File: src/amsgrad_pkg.sv
// ----------------------------------------------------------------------------
// amsgrad_pkg
// Shared types and constants of the AMSGrad parameter update engine.
// ----------------------------------------------------------------------------
`default_nettype none

package amsgrad_pkg;

  // Configuration port
  localparam int CFG_INDEX_W = 2;
  localparam int CFG_DATA_W  = 24;

  typedef enum logic [CFG_INDEX_W-1:0] {
    REG_LEARNING_RATE = 2'd0,
    REG_FIRST_DECAY   = 2'd1,
    REG_SECOND_DECAY  = 2'd2
  } cfg_reg_t;

  localparam logic [23:0] LEARNING_RATE_RESET = 24'd16777;
  localparam logic [15:0] FIRST_DECAY_RESET   = 16'd58982;
  localparam logic [15:0] SECOND_DECAY_RESET  = 16'd65470;

  // Arithmetic widths
  localparam int ROOT_W     = 32;            // floor(sqrt) of a Q16.48 value
  localparam int DEN_W      = ROOT_W + 1;    // root plus epsilon
  localparam int QUOT_W     = 56;            // rounded Q8.48 numerator / quotient
  localparam int SQRT_STEPS = 4;             // root bits per sqrt stage
  localparam int DIV_STEPS  = 4;             // quotient bits per divider stage

  // Epsilon: 1e-7 rounded to Q8.24
  localparam logic [DEN_W-1:0] EPS = 33'd2;

  // One input word
  typedef struct packed {
    logic [15:0]        param_address;
    logic signed [31:0] gradient;
    logic signed [31:0] current_value;
  } item_t;

  // One result word
  typedef struct packed {
    logic signed [31:0] new_value;
    logic               saturated;
  } result_t;

endpackage

`default_nettype wire

File: src/amsgrad_sqrt.sv
// ----------------------------------------------------------------------------
// amsgrad_sqrt
// Pipelined digit-by-digit integer square root, a few root bits per stage,
// with a sideband word carried alongside.
// ----------------------------------------------------------------------------
`default_nettype none

module amsgrad_sqrt #(
  parameter int SIDE_W = 8
) (
  input  wire logic                                   clk,
  input  wire logic                                   rst,
  input  wire logic                                   ce,
  input  wire logic                                   in_valid,
  input  wire logic [2*amsgrad_pkg::ROOT_W-1:0]       in_x,
  input  wire logic [SIDE_W-1:0]                      in_side,
  output logic                                        out_valid,
  output logic      [amsgrad_pkg::ROOT_W-1:0]         out_root,
  output logic      [SIDE_W-1:0]                      out_side
);

  localparam int RW     = amsgrad_pkg::ROOT_W;
  localparam int REM_W  = RW + 2;
  localparam int RAD_W  = 2 * RW;
  localparam int STEPS  = amsgrad_pkg::SQRT_STEPS;
  localparam int STAGES = RW / STEPS;

  logic              vld  [STAGES+1];
  logic [RAD_W-1:0]  rad  [STAGES+1];
  logic [REM_W-1:0]  rem  [STAGES+1];
  logic [RW-1:0]     root [STAGES+1];
  logic [SIDE_W-1:0] side [STAGES+1];

  logic [RAD_W-1:0]  rad_next  [STAGES];
  logic [REM_W-1:0]  rem_next  [STAGES];
  logic [RW-1:0]     root_next [STAGES];

  // Stage zero is the incoming word
  assign vld[0]  = in_valid;
  assign rad[0]  = in_x;
  assign rem[0]  = '0;
  assign root[0] = '0;
  assign side[0] = in_side;

  for (genvar s = 0; s < STAGES; s++) begin : g_stage
    // Resolve a group of root bits
    always_comb begin
      logic [REM_W+1:0] trial_rem;
      logic [REM_W+1:0] trial_sub;
      logic [REM_W-1:0] r;
      logic [RW-1:0]    q;
      logic [RAD_W-1:0] x;
      r = rem[s];
      q = root[s];
      x = rad[s];
      for (int i = 0; i < STEPS; i++) begin
        trial_rem = {r, x[RAD_W-1 -: 2]};
        trial_sub = {2'b00, q, 2'b01};
        if (trial_rem >= trial_sub) begin
          trial_rem = trial_rem - trial_sub;
          q = {q[RW-2:0], 1'b1};
        end else begin
          q = {q[RW-2:0], 1'b0};
        end
        r = trial_rem[REM_W-1:0];
        x = {x[RAD_W-3:0], 2'b00};
      end
      rem_next[s]  = r;
      root_next[s] = q;
      rad_next[s]  = x;
    end

    // Advance valid bits
    always_ff @(posedge clk) begin
      if (rst) begin
        vld[s+1] <= 1'b0;
      end else if (ce) begin
        vld[s+1] <= vld[s];
      end
    end

    // Advance the partial root and sideband
    always_ff @(posedge clk) begin
      if (ce) begin
        rad[s+1]  <= rad_next[s];
        rem[s+1]  <= rem_next[s];
        root[s+1] <= root_next[s];
        side[s+1] <= side[s];
      end
    end
  end

  assign out_valid = vld[STAGES];
  assign out_root  = root[STAGES];
  assign out_side  = side[STAGES];

endmodule

`default_nettype wire

File: config.mk
export PLATFORM = sky130hd
export DESIGN_NAME = amsgrad_sqrt
export DESIGN_NICKNAME = d
export VERILOG_FILES = /design/src/amsgrad_pkg.sv /design/src/amsgrad_sqrt.sv
export SDC_FILE = /design/constraint.sdc
export NUM_CORES = 2
export LEC_CHECK = 0
export ABC_AREA = 1
export BUFFER_PORTS_ARGS = -buffer_cell sky130_fd_sc_hd__clkbuf_2
export CAP_MARGIN = 20
export CORE_AREA = 4 4 565 567
export DETAILED_ROUTE_END_ITERATION = 7
export DIE_AREA = 0 0 569 571
export GPL_ROUTABILITY_DRIVEN = 0
export PLACE_DENSITY = 0.43
export RECOVER_POWER = 50
export SKIP_CTS_REPAIR_TIMING = 1
export SLEW_MARGIN = 20
export SYNTH_ARGS = -nofsm -noshare
export SYNTH_HDL_FRONTEND = slang
export SYNTH_SLANG_ARGS = --single-unit
File: constraint.sdc
create_clock -name clk -period 17.42 [get_ports clk]
set_input_delay 0.871 -clock clk [delete_from_list [all_inputs] [get_ports clk]]
set_output_delay 0.871 -clock clk [all_outputs]
set_load 0.1 [all_outputs]
### Word-level counts from Yosys, hierarchy flattened

Index checks and enable logic that the tools add are counted.

* $lt $le $gt $ge: 32
* add/subtract/negate cells: 31
* muxes and demuxes: 63

Operators by type and width (count)
* 34-bit two-way mux: 31
* 36-bit by 10-bit >= comparator with 1-bit output: 1
* 36-bit by 11-bit >= comparator with 1-bit output: 1
* 36-bit by 12-bit >= comparator with 1-bit output: 1
* 36-bit by 13-bit >= comparator with 1-bit output: 1
* 36-bit by 14-bit >= comparator with 1-bit output: 1
* 36-bit by 15-bit >= comparator with 1-bit output: 1
* 36-bit by 16-bit >= comparator with 1-bit output: 1
* 36-bit by 17-bit >= comparator with 1-bit output: 1
* 36-bit by 18-bit >= comparator with 1-bit output: 1
* 36-bit by 19-bit >= comparator with 1-bit output: 1
* 36-bit by 20-bit >= comparator with 1-bit output: 1
* 36-bit by 21-bit >= comparator with 1-bit output: 1
* 36-bit by 22-bit >= comparator with 1-bit output: 1
* 36-bit by 23-bit >= comparator with 1-bit output: 1
* 36-bit by 24-bit >= comparator with 1-bit output: 1
* 36-bit by 25-bit >= comparator with 1-bit output: 1
* 36-bit by 26-bit >= comparator with 1-bit output: 1
* 36-bit by 27-bit >= comparator with 1-bit output: 1
* 36-bit by 28-bit >= comparator with 1-bit output: 1
* 36-bit by 29-bit >= comparator with 1-bit output: 1
* 36-bit by 3-bit >= comparator with 1-bit output: 1
* 36-bit by 30-bit >= comparator with 1-bit output: 1
* 36-bit by 31-bit >= comparator with 1-bit output: 1
* other kinds (41): 72

* register bits: 678
* bits of input ports: 76
* output and inout port bits: 41

### Logic depth before layout (Yosys ltp)

* depth in word-level cells: 8
* depth in mapped cells: 66
* mapped depth without buffers: 60

### Worst setup path after synthesis

No wires, ideal clock.

* path type: flip-flop to flip-flop
* start point: register root[32] (netlist name)
* end point: register root (netlist bit out_root[0]) (data pin)
* required time: 17.290 ns
* cell stages (with the launch flop): 65
* setup time: 0.130 ns
* arrival: 8.532 ns
* path slack: 8.758 ns
* clock period less this slack: 8.662 ns
* path through: edfxtp_1 inv_1 ha_1 nand2_1 o21ai_1 a21oi_1 o21ai_1 nand3_1 nand2_1 nand2_1 nand2_1 clkbuf_1 inv_1 clkbuf_1 clkbuf_1 nand2_1 o21ai_0 ha_1 (+29 left out) nand2_1 clkbuf_1 clkbuf_1 nand2_1 o21ai_0 inv_1 ha_1 nand4_1 nor3_1 inv_1 nor4_1 and3_1 nand4_1 nand2_1 nand3_1 nand2_1 nor2_1 nand2_1

* cells in the longest elaborated chain, start to end: 8
* elaborated cells on any way between the ends: 14
* those cells by class: 3 x add/sub; 4 x order compare; 7 x mux

RTL lines
* start: declaration: RTL line amsgrad_sqrt.sv:31 `logic [RW-1:0] root [STAGES+1];`
* start signal: indexed assignment: RTL line amsgrad_sqrt.sv:87 `root[s+1] <= root_next[s];`
* 34-bit by 30-bit subtractor with 34-bit output / 36-bit by 30-bit >= comparator with 1-bit output (equally long branches): RTL line amsgrad_sqrt.sv:60, amsgrad_sqrt.sv:59
* 34-bit two-way mux / 1-bit two-way mux (equally long branches): RTL line amsgrad_sqrt.sv:59 `if (trial_rem >= trial_sub) begin`
* 34-bit by 31-bit subtractor with 34-bit output / 36-bit by 31-bit >= comparator with 1-bit output (equally long branches): RTL line amsgrad_sqrt.sv:60, amsgrad_sqrt.sv:59
* 34-bit two-way mux / 1-bit two-way mux (equally long branches): RTL line amsgrad_sqrt.sv:59
* 34-bit by 32-bit subtractor with 34-bit output / 36-bit by 32-bit >= comparator with 1-bit output (equally long branches): RTL line amsgrad_sqrt.sv:60, amsgrad_sqrt.sv:59
* 34-bit two-way mux / 1-bit two-way mux (equally long branches): RTL line amsgrad_sqrt.sv:59
* 36-bit by 33-bit >= comparator with 1-bit output (*): RTL line amsgrad_sqrt.sv:59
* 1-bit two-way mux (*): RTL line amsgrad_sqrt.sv:59
* net g_stage[7].$2.q[0]: RTL line amsgrad_sqrt.sv:51 `logic [RW-1:0] q;`

The timed path passes the listed nets; every way through them passes the cells marked *.
A chain may end at the register's enable or synchronous reset.

### Worst setup path in the final report

* start point: register root[69] (netlist name)
* end point: register rem[36] (netlist name) (data pin)

* cells in the longest elaborated chain, start to end: 8
* elaborated cells on any way between the ends: 15
* those cells by class: 4 x add/sub; 4 x order compare; 7 x mux

RTL lines
* 34-bit by 26-bit subtractor with 34-bit output / 36-bit by 26-bit >= comparator with 1-bit output (equally long branches): RTL line amsgrad_sqrt.sv:60, amsgrad_sqrt.sv:59
* 34-bit two-way mux / 1-bit two-way mux (equally long branches): RTL line amsgrad_sqrt.sv:59
* 34-bit by 27-bit subtractor with 34-bit output / 36-bit by 27-bit >= comparator with 1-bit output (equally long branches): RTL line amsgrad_sqrt.sv:60, amsgrad_sqrt.sv:59
* 34-bit two-way mux / 1-bit two-way mux (equally long branches): RTL line amsgrad_sqrt.sv:59
* 36-bit by 28-bit >= comparator with 1-bit output / 34-bit by 28-bit subtractor with 34-bit output (equally long branches): RTL line amsgrad_sqrt.sv:59, amsgrad_sqrt.sv:60
* 34-bit two-way mux / 1-bit two-way mux (equally long branches): RTL line amsgrad_sqrt.sv:59
* 34-bit by 29-bit subtractor with 34-bit output / 36-bit by 29-bit >= comparator with 1-bit output (equally long branches): RTL line amsgrad_sqrt.sv:60, amsgrad_sqrt.sv:59
* 34-bit two-way mux (*): RTL line amsgrad_sqrt.sv:59
* net g_stage[6].$2.trial_rem[2]: RTL line amsgrad_sqrt.sv:48 `logic [REM_W+1:0] trial_rem;`
* end signal: indexed assignment: RTL line amsgrad_sqrt.sv:86 `rem[s+1] <= rem_next[s];`
* end: declaration: RTL line amsgrad_sqrt.sv:30 `logic [REM_W-1:0] rem [STAGES+1];`

Marked as above.

==> flow_metrics.tcl <==
set metrics [dict create \
    cpPeakStageDelay_ns 0.60 \
    p_leak_nw 38.91 \
    cts_tree "done" \
    syn-cell-area_um2 78120 \
    cap_violations 6 \
    drcViolationCount 0 \
    post-route-period-util 0.7191 \
    startpoint_type "register" \
    cts_made_buffers 96 \
    switching_share 0.5780 \
    cp_common_cell "nand2_1" \
    synth_top_area_frac 0.2575 \
    wl_um 308800 \
    fmax_mhz 79.83 \
    period_minus_slack_ns 12.53 \
    setup_tns_ns 0 \
    gr-total-overflow 0 \
    regArea_um2 20280 \
    grt_pass1_wl_um 464600 \
    postSynthAreaPerCell_um2 6.422 \
    drive_above_1_share 0.06019 \
    grt_max_degree 144 \
    rows 206 \
    violations "max-capacitance violations, max-slew violations" \
    max_slew_margin -2.169 \
    grt_pass1_vias 74849 \
    ys_types 78 \
    ys_seq_elements 678 \
    num_io_pins 117 \
    switching_power_w 0.01101 \
    fill_cells 35452 \
    yosys.area.top_type "edfxtp_1" \
    pwr-share-comb 0.759 \
    clk_path_buf_depth 4 \
    cp_top_family "simple AND/OR/NAND/NOR gates" \
    synth.area.top_cells "edfxtp_1 26%, nand2_1 17%, ha_1 9.0%" \
    avgViaCountPerCell 4.764 \
    rsz0062_at_grt "no" \
    outcome "finished, violations left" \
    seq_area_frac_synth 0.2596 \
    cp_max_fo 39 \
    p_int_w 0.008042 \
    portBuffers 116 \
    cp_num_buf_inv 8 \
    clkPwrFrac 0.105 \
    arrival_ns 13.06 \
    floorplan.initialDensity 0.2487 \
    die_y_um 571 \
    path_clk_slew_ns 0.09 \
    worst_slew_pin_slew_ns 4.754 \
    ys_async_sr_fraction 0 \
    yosysWarnings 0 \
    fin_skew_ns 0.04383 \
    synthFlopType "edfxtp_1" \
    cts.sinks 678 \
    drt.antenna.violating_nets 0 \
    slew_violations 354 \
    hpwl_um 257500 \
    drt_pre_antenna_iters 8 \
    core_um2 314200 \
    finalSetupViolCount 0 \
    post_drt_wl_per_cell_um 18.73 \
    path_class "reg -> reg" \
    clk_latency_ns 0.84 \
    dp.cells 16315 \
    antenna_found_initial 11 \
    syn_inst 12165 \
    area_growth_pct 10.35 \
    die_x_um 569 \
    worstHoldPathType "in -> reg" \
    cp-end-kind "register" \
    synth_edf_count 670 \
    instances_no_fill 16488 \
    cp_slowest_cell "inv_2" \
    fp.dieArea_um2 324900 \
    powerDensity_nw_per_um2 221.1 \
    p_seq_frac 0.136 \
    vias 78544 \
    grt_use_total 0.1838 \
    worstPathRequired_ns 17.95 \
    hold_violations 0 \
    h-tree-depth 3 \
    drtIter0Drc 6301 \
    root_buffer "clkbuf_16" \
    nets 12889 \
    ir_drop_mv 0.1805 \
    multi_input_area_um2 50490 \
]
==> cells by family after synthesis <==
family | count (synthesis) | synth area share
other | 1 | 0.00004800
AO/OA/AOI/OAI | 1765 | 0.1242
XOR/XNOR | 462 | 0.05189
AND/OR/NAND/NOR | 6859 | 0.3804
buffers and inverters | 1840 | 0.09422
adder cells (fa/ha/maj) | 560 | 0.08969
flip-flops | 678 | 0.2596
==> cell usage after synthesis (10+ instances only) <==
master and instances:
buf_6 39, nand2_2 98, nor4_1 23, o21ai_1 62, buf_2 24, nor2_1 1456, nor2_2 65, nand4_1 243
nand3_1 864, inv_2 66, a31oi_1 67, a21oi_2 35, and3_1 24, xor2_1 184, a211oi_1 10, and2_1 17
clkbuf_1 59, o21bai_1 35, nand2_1 3633, nand2_4 10, buf_4 22, buf_1 13, xnor2_1 277, or2_2 36
o21a_1 48, nand3b_1 95, a21o_1 25, nand3_2 74, inv_1 1606, nor2_4 24, a21boi_0 17, edfxtp_1 670
nor3_2 10, nor3_1 152, o211ai_1 22, a21oi_1 693, o21ai_2 19, ha_1 560, o21ai_0 693
==> worst paths after layout <==
path | from | endpoint | slack (ns) | cells after the start
min reg2reg | g_stage[3].$2.x[51] | g_stage[4].$2.x[59] | 0.39 | 0
max | root[69] | rem[36] | 4.89 | 45
min | in_x[27] | g_stage[1].$2.x[43] | 0.21 | 1
max reg2reg | root[69] | rem[36] | 4.89 | 45
==> power groups by stage <==
stage                     Clock [W]  Sequential (W)  Combinational [W]
after detailed placement          0         0.00262             0.0143
after floorplan                   0         0.00250             0.0103
after global routing        0.00216         0.00261             0.0163
final                       0.00200         0.00259             0.0145
after CTS                   0.00210         0.00259             0.0144
after global placement            0         0.00263             0.0144
==> cells in the final DEF (no fill, tap or decap), drive strengths merged, types with 96 or more instances in the layout <==
cell type / count
nand3: 945
nor2: 1548
nor3: 164
edfxtp: 670
xor2: 185
a21oi: 732
o21ai: 775
nand4: 244
ha: 560
nand2: 3742
xnor2: 277
nand3b: 96
clkbuf: 228
inv: 1685
==> layout make-up <==
class / count / share of cell area
clock inverters: 65 / 0.007576
repair buffers: 148 / 0.009187
well taps: 4160 / 0.06038
diodes: 1 / 0.00002903
multi-input cells: 9649 / 0.5857
inverters: 1680 / 0.07327
flip-flops and latches: 678 / 0.2352
clock buffers: 107 / 0.02859
==> state kept, by name, summed over array words and instances (netlist names) <==
| register | count |
|---|---|
| out_root | 32 |
| rad | 56 |
| g_stage.$2.x | 168 |
| out_valid | 1 |
| rem | 238 |
| side | 56 |
| root | 112 |
| out_side | 8 |
| vld | 7 |
==> layer usage <==
metal  vias up  track usage  routed length [um]  share of wire
li1      40242            -                   -              -
met2      1738       0.3132              143400           0.46
met4         2      0.04402                7782          0.025
met1     36232       0.2519              145800           0.47
met3       330      0.01340               11820          0.038
met5         -            0                   8       0.000026
==> through the flow <==
step	setup slack (ns)	power (W)	util	instance area (um^2)	hold WS, ns
CTS	5.023	0.01907	0.2745	86260	0.1196
global route	3.829	0.02105	0.2744	86210	0.1500
finish	4.893	0.01906	0.2744	86210	0.2109
detailed placement	5.126	0.01691	0.2646	83140	0.4045
global placement	5.028	0.01706	0.2646	83140	0.4007
floorplan	8.758	0.01284	-	78130	0.4003
Note: power is estimated with default switching activity, not from simulation.
